--- src/hdl/bft_pkg.sv ---
// Shared types and constants of the two-hash Bloom filter.
`timescale 1ns / 1ps

package bft_pkg;

   localparam int HASH_W = 32;

   localparam logic [HASH_W-1:0] SEED_FIRST  = 32'd17;
   localparam logic [HASH_W-1:0] SEED_SECOND = 32'd31;
   localparam logic [HASH_W-1:0] HASH_MULT   = 32'd101;

   // operation codes
   localparam logic OP_ADD   = 1'b0;
   localparam logic OP_CHECK = 1'b1;

   typedef struct packed {
      logic       operation;
      logic [7:0] data_byte;
      logic       byte_valid;
      logic       last;
   } req_type;

   typedef struct packed {
      logic done_operation;
      logic possibly_present;
   } rsp_type;

endpackage

--- src/hdl/bft_mod_unit.sv ---
// Reduction of a 32-bit hash modulo the filter size by reciprocal multiplication.
`timescale 1ns / 1ps

module bft_mod_unit #(
   parameter int FILTER_BITS = 1000
) (
   input  logic                           clock,
   input  logic                           reset,
   input  logic                           load,
   input  logic [bft_pkg::HASH_W-1:0]     value,
   output logic                           done,
   output logic [$clog2(FILTER_BITS)-1:0] remainder
);

   import bft_pkg::*;

   localparam int RW    = $clog2(FILTER_BITS);
   localparam int SHIFT = 31 + RW;
   // floor(2^SHIFT / FILTER_BITS) fits in 32 bits; the quotient estimate is
   // exact or one short, so a single compare and subtract finishes the job
   localparam logic [63:0]       RECIP_W = (64'd1 << SHIFT) / 64'(FILTER_BITS);
   localparam logic [HASH_W-1:0] RECIP   = RECIP_W[HASH_W-1:0];
   localparam logic [HASH_W-1:0] MOD_VAL = HASH_W'(FILTER_BITS);
   // load -> product -> difference -> corrected remainder
   localparam logic [1:0]        STEPS   = 2'd3;

   logic [HASH_W-1:0] val_ff, val_in;
   logic [63:0]       prod_ff, prod_in;
   logic [HASH_W-1:0] diff_ff, diff_in;
   logic [RW-1:0]     rem_ff, rem_in;
   logic [1:0]        cnt_ff, cnt_in;
   logic [HASH_W-1:0] quot;
   logic [HASH_W-1:0] rem_wide;

   always_comb begin
      quot     = HASH_W'(prod_ff >> SHIFT);
      rem_wide = (diff_ff >= MOD_VAL) ? (diff_ff - MOD_VAL) : diff_ff;
      val_in   = load ? value : val_ff;
      prod_in  = 64'(val_ff) * 64'(RECIP);
      diff_in  = val_ff - quot * MOD_VAL;
      rem_in   = rem_wide[RW-1:0];
      cnt_in   = cnt_ff;
      if (load) begin
         cnt_in = STEPS;
      end else if (cnt_ff != '0) begin
         cnt_in = cnt_ff - 1'b1;
      end
   end

   always_ff @(posedge clock) begin
      if (reset) begin
         cnt_ff <= '0;
      end else begin
         cnt_ff <= cnt_in;
      end
      val_ff  <= val_in;
      prod_ff <= prod_in;
      diff_ff <= diff_in;
      rem_ff  <= rem_in;
   end

   assign done      = (cnt_ff == '0);
   assign remainder = rem_ff;

endmodule

--- config.mk ---
export PLATFORM = sky130hd
export DESIGN_NAME = bft_mod_unit
export DESIGN_NICKNAME = d
export VERILOG_FILES = /design/src/hdl/bft_pkg.sv /design/src/hdl/bft_mod_unit.sv
export SDC_FILE = /design/constraint.sdc
export NUM_CORES = 1
export LEC_CHECK = 0
export ABC_AREA = 0
export CAP_MARGIN = 30
export CELL_PAD_IN_SITES_DETAIL_PLACEMENT = 1
export CELL_PAD_IN_SITES_GLOBAL_PLACEMENT = 1
export CORE_MARGIN = 10
export CORE_UTILIZATION = 35
export DETAILED_ROUTE_END_ITERATION = 16
export DONT_BUFFER_PORTS = 1
export GPL_TIMING_DRIVEN = 0
export PLACE_DENSITY = 0.71
export SKIP_CTS_REPAIR_TIMING = 1
export SLEW_MARGIN = 20
export SYNTH_ARGS = -nofsm -noshare
export SYNTH_HDL_FRONTEND = slang
export SYNTH_SLANG_ARGS = --single-unit
--- constraint.sdc ---
create_clock -name clock -period 6.3 [get_ports clock]
set_clock_uncertainty 0.1 [all_clocks]
set_input_delay 1.26 -clock clock [delete_from_list [all_inputs] [get_ports clock]]
set_output_delay 1.26 -clock clock [all_outputs]
set_load 0.02 [all_outputs]
==> results_dict.tcl, run 1 <==
set metrics [dict create \
    clockBufferDepth 2 \
    max_stage_delay_ns 0.62 \
    ctsRootBufferMaster "clkbuf_16" \
    finalSetupViolations 25 \
    clkTransAtPathRegs_ns 0.09 \
    rsz0062_at_grt "yes" \
    area_growth_pct 18.63 \
    relSlewSlack_pct 48.90 \
    antenna_found_initial 6 \
    port_buffers 0 \
    worstSetupEndpointType "register" \
    drt-pass1-iter-count 5 \
    synth_area_leaders "fa_1 37%, ha_1 26%, inv_1 10%" \
    drtIter0Drc 878 \
    gp_congestion 0.9059 \
    grt_pass1_wl_mm 103.6 \
    postRouteAntennaNets 0 \
    path_common_cell "fa_1" \
    fin_nets 3469 \
    final_layout_size_suffix_gt1_share_pct 17.55 \
    cp_max_fo 6 \
    yosysTopAreaCell "fa_1" \
    dr_total_vias 17040 \
    io_pins 46 \
    avgSynthCellArea_um2 10.26 \
    clkSinkCount 99 \
    tightest_slew_ns 0.7594 \
    synthFlopType "dfxtp_1" \
    hp-class "register to register" \
    grt_usage_pct 17.14 \
    rows 95 \
    violations "negative setup slack" \
    ys_warn_count 0 \
    die_height_um 279.5 \
    syn-num-nets 3270 \
    grt_start_max_net_pins 35 \
    clkLatencyLatePin_ns 0.38 \
    ys_seq_area_share_pct 9.770 \
    synthCells 2297 \
    hpwl_mm 56.54 \
    cp.arrival_ns 7.57 \
    hold_viol_final 0 \
    tns_ns -18.99 \
    die_area_um2 78100 \
    numCtsBuffers 9 \
    finalMaxSlewViolations 0 \
    grt.overflow.total 0 \
    htree_num_levels 3 \
    wl_per_cell_um 21.46 \
    detail_route.vias_per_cell 5.050 \
    synthArstFlopShare_pct 0 \
    cp_slowest_cell "fa_2" \
    worst_slack_ns -1.083 \
    syn_area_um2 23560 \
    drv_cap 0 \
    setup.worst_path.class "register to register" \
    cp-start-kind "register" \
    synth_cell_types 63 \
    fmax_mhz 135.4 \
    drc_errors 0 \
    floorplan.initialDensity_pct 35.21 \
    fp.dieW_um 279.5 \
    synth_top_area_share_pct 37.30 \
    status "complete, but fails checks" \
    path_cells "ha_1 > fa_1 > fa_2 > inv_1 > fa_1 > inv_1 > fa_1 > fa_1 > fa_1 > fa_1 > ha_4 > nand4_1 > or4_4 > a211oi_4 > a211oi_4 > buf_12 > a21oi_4 > a211oi_4 > nor3b_2 > o21ai_2 > a31oi_1" \
    synth_edf_count 32 \
    grt_pass1_vias 18330 \
    core_um2 66920 \
    routed_wl_mm 72.42 \
    fin_crit_ns 7.383 \
    worstPathRequired_ns 6.49 \
    fin_crit_sh_pct 117.2 \
    nFillCells 7379 \
    cts_tree "yes" \
    ys_ff_latch 99 \
]
[final cells by class]
type                    count  area (um2)  share of cell area [%]
diodes                      1       2.502                0.008952
plain buffers               8       33.78                  0.1209
clock buffers               9       225.2                  0.8057
clock inverters             7       102.6                  0.3670
inverters                 635        2404                   8.599
multi-input cells        1553       20140                   72.04
flip-flops and latches     99        2340                   8.370
well taps                 873        1092                   3.908
repair buffers            190        1617                   5.783
[synthesized netlist by cell type, types with 7 or more instances]
cell type,n
xor2_1,28
nand2b_1,13
nand4_1,12
a21o_1,51
nor2_1,56
o211ai_1,14
nand3_1,29
dfxtp_1,67
nand2_1,60
ha_1,499
clkbuf_1,9
and3_1,14
nor4_1,9
o21a_1,19
fa_1,439
inv_1,635
xnor2_1,38
edfxtp_1,32
nor2b_1,17
o2111ai_1,7
a21boi_0,7
o21ai_0,53
nor3_1,15
a211oi_1,7
a21oi_1,87
[path summary, 6_finish.rpt]
path,end,cells past startpoint,slack [ns],startpoint
max,prod_ff[62],21,-1.08,val_ff[22]
min,remainder[1],0,0.24,diff_ff[1]
max reg2reg,prod_ff[62],21,-1.08,val_ff[22]
min reg2reg,remainder[1],0,0.24,diff_ff[1]
[through the flow]
| stage | hold WS [ns] | util (%) | area (um2) | setup slack, ns | std cells |
|---|---|---|---|---|---|
| CTS | 0.2328 | 37.53 | 25120 | -2.013 | 3187 |
| global route | 0.2426 | 41.77 | 27950 | -1.315 | 3375 |
| floorplan | 0.2096 | - | 23680 | -0.6177 | 2297 |
| global placement | 0.2099 | 37.02 | 24770 | -1.942 | 3170 |
| detailed placement | 0.2135 | 37.04 | 24790 | -1.972 | 3171 |
| finish | 0.2351 | 41.77 | 27950 | -1.083 | 3375 |
[layer usage]
metal  track usage [%]  up-vias  part of all wire (%)
met5                 0        -                 0.064
met4             4.047        8                   2.2
met3             3.228       77                   4.5
met2             29.40      332                    51
met1             21.99     8882                    42
li1                  -     7744                     -
[sequential cells by signal (all words and copies together) (netlist names)]
name and count:
remainder 10, cnt_ff 2, val_ff 32, diff_ff 32
prod_ff 23
[placed cells by master (no fill, tap or decap), drive strengths merged, types with 14 or more instances in the layout]
master,instances
nor2b,17
dfxtp,67
nand3,29
xnor2,38
a21oi,88
clkbuf,17
nor2,56
xor2,28
fa,439
o211ai,14
o21a,19
buf,190
ha,499
and3,14
a21o,52
edfxtp,32
inv,639
nand2,60
o21ai,54
nor3,15
[critical path, delay by kind of cell (launching register included)]
kind / cells / cell delay, ns
adder cells (fa/ha/maj): 9 / 4.43
AND/OR/NAND/NOR: 3 / 0.94
buffers and inverters: 3 / 0.30
flip-flops: 1 / 0.57
AO/OA/AOI/OAI: 6 / 0.93
[kinds of logic after synthesis]
group	count (synthesis)	share of synthesized area, %
DFF	99	9.770
adders and majority gates	938	63.79
buffers and inverters	645	10.31
muxes	3	0.1274
AOI/OAI and AO/OA	290	8.055
xor gates and xnor gates	66	2.453
and+or+nand+nor	256	5.496
Power of run 1 is not shown: default switching activity piles up to over one toggle a cycle in this logic, so the estimate is an artifact.
==> inputs of run 2 (changes only) <==
Settings changed: PLACE_DENSITY 0.71 to 0.69.
==> results_dict.tcl, run 2 (synthesis results as in run 1) <==
set metrics [dict create \
    status "complete, but fails checks" \
    violations "negative setup slack" \
    io_pins 46 \
    drv_cap 0 \
    max_stage_delay_ns 0.59 \
    grt_pass1_wl_mm 103.0 \
    wl_per_cell_um 20.97 \
    placed_area_um2 24800 \
    core_um2 66920 \
    grt_start_max_net_pins 35 \
    clockBufferDepth 2 \
    finalInstanceArea_um2 28010 \
    min_path_cells 0 \
    path_common_cell "fa_1" \
    clkLatencyLatePin_ns 0.39 \
    drc_errors 0 \
    grt_usage_pct 17.03 \
    gp_congestion 0.9112 \
    post-place-ws_ns -1.990 \
    nFillCells 7384 \
    hp-class "register to register" \
    ctsRootBufferMaster "clkbuf_16" \
    fin_crit_sh_pct 119.5 \
    drtIter0Drc 664 \
    regToRegStartpoint "val_ff[30]" \
    diodes 0 \
    setup.worst_path.class "register to register" \
    numCtsBuffers 9 \
    dr_total_vias 16950 \
    fin_nets 3465 \
    fmax_mhz 132.8 \
    worstSetupEndpointType "register" \
    rsz0062_at_grt "yes" \
    most-common-layout-cells "603 x inv_1, 446 x ha_1, 411 x fa_1" \
    grt_pass1_vias 18390 \
    final_layout_size_suffix_gt1_share_pct 17.94 \
    htree_num_levels 3 \
    reg_top3 "diff_ff: 32 flops, val_ff: 32 flops, prod_ff: 23 flops" \
    rrSetupSlack_ns -1.23 \
    detail_route.vias_per_cell 5.029 \
    relSlewSlack_pct 48.81 \
    ff2ff_path_depth 24 \
    tightest_slew_ns 0.7609 \
    hpwl_mm 56.71 \
    cp_slowest_cell "fa_1" \
    cp-start-kind "register" \
    cts_tree "yes" \
    fin_cells 3370 \
    hold_viol_final 0 \
    die_height_um 279.5 \
    r2r-end "prod_ff[63]" \
    finalSetupViolations 24 \
    min_to "remainder[1]" \
    antenna_found_initial 6 \
    cp_max_fo 6 \
    cp.arrival_ns 7.70 \
    postRouteAntennaNets 0 \
    rows 95 \
    grt.overflow.total 0 \
    fin_crit_ns 7.529 \
    worstPathRequired_ns 6.47 \
    path_cells "buf_12 > ha_1 > inv_1 > fa_1 > inv_1 > ha_1 > inv_1 > fa_1 > inv_1 > fa_1 > fa_1 > fa_1 > ha_1 > ha_1 > a21oi_2 > nor2b_1 > o21ai_0 > nand2b_1 > a211oi_4 > a21oi_4 > a211oi_2 > nor2_1 > a41o_1 > or2_1" \
    finalMaxSlewViolations 0 \
    port_buffers 0 \
    fp.dieW_um 279.5 \
    floorplan.initialDensity_pct 35.21 \
    hp-start "diff_ff[1]" \
    drt-pass1-iter-count 5 \
    worst_slack_ns -1.229 \
    routed_wl_mm 70.67 \
    dp.cells 3172 \
    die_area_um2 78100 \
    clkSinkCount 99 \
    clkTransAtPathRegs_ns 0.09 \
    final_common_cell "inv_1" \
    area_growth_pct 18.89 \
]
## run 2: critical path, delay by kind of cell, from the launching register on
kind	cells	cell delay, ns
AOI/OAI and AO/OA	6	1.84
adders and majority gates	9	3.81
and+or+nand+nor	4	0.68
DFF	1	0.54
buffers and inverters	5	0.43
## run 2: worst max-delay path by stage
stage | startpoint | to | slack, ns | depth (start not counted)
global route | val_ff[30] | prod_ff[63] | -1.37 | 24
detailed placement | val_ff[26] | prod_ff[53] | -1.99 | 19
finish | val_ff[30] | prod_ff[63] | -1.23 | 24
global placement | val_ff[16] | prod_ff[63] | -1.96 | 23
CTS | val_ff[26] | prod_ff[53] | -2.03 | 19
floorplan | val_ff[16] | prod_ff[63] | -0.62 | 23
## run 2: metal layers
layer | GRT usage (%) | vias to the layer above | share of wire, %
li1 | - | 7734 | -
met1 | 22.72 | 8813 | 44
met5 | 0 | - | 0.068
met4 | 3.202 | 8 | 2.8
met3 | 2.396 | 84 | 4.3
met2 | 29.14 | 309 | 49
## run 2: through the flow
stage | setup TNS, ns | hold slack, ns | utilization [%]
CTS | -44.90 | 0.2341 | 37.53
global placement | -41.09 | 0.2104 | 37.02
global route | -23.27 | 0.2550 | 41.86
detailed placement | -43.35 | 0.2135 | 37.06
finish | -19.80 | 0.2454 | 41.86
floorplan | -5.304 | 0.2096 | -
## run 2: final cells by class
type | count | area (um2) | share of cell area, %
Buffer | 7 | 30.03 | 0.1072
Clock buffer | 9 | 225.2 | 0.8039
Clock inverter | 7 | 88.84 | 0.3171
Inverter | 635 | 2410 | 8.602
Multi-Input combinational cell | 1553 | 20230 | 72.21
Sequential cell | 99 | 2350 | 8.388
Tap cell | 873 | 1092 | 3.899
Timing Repair Buffer | 187 | 1589 | 5.672
Power of run 2 is left out for the same reason.
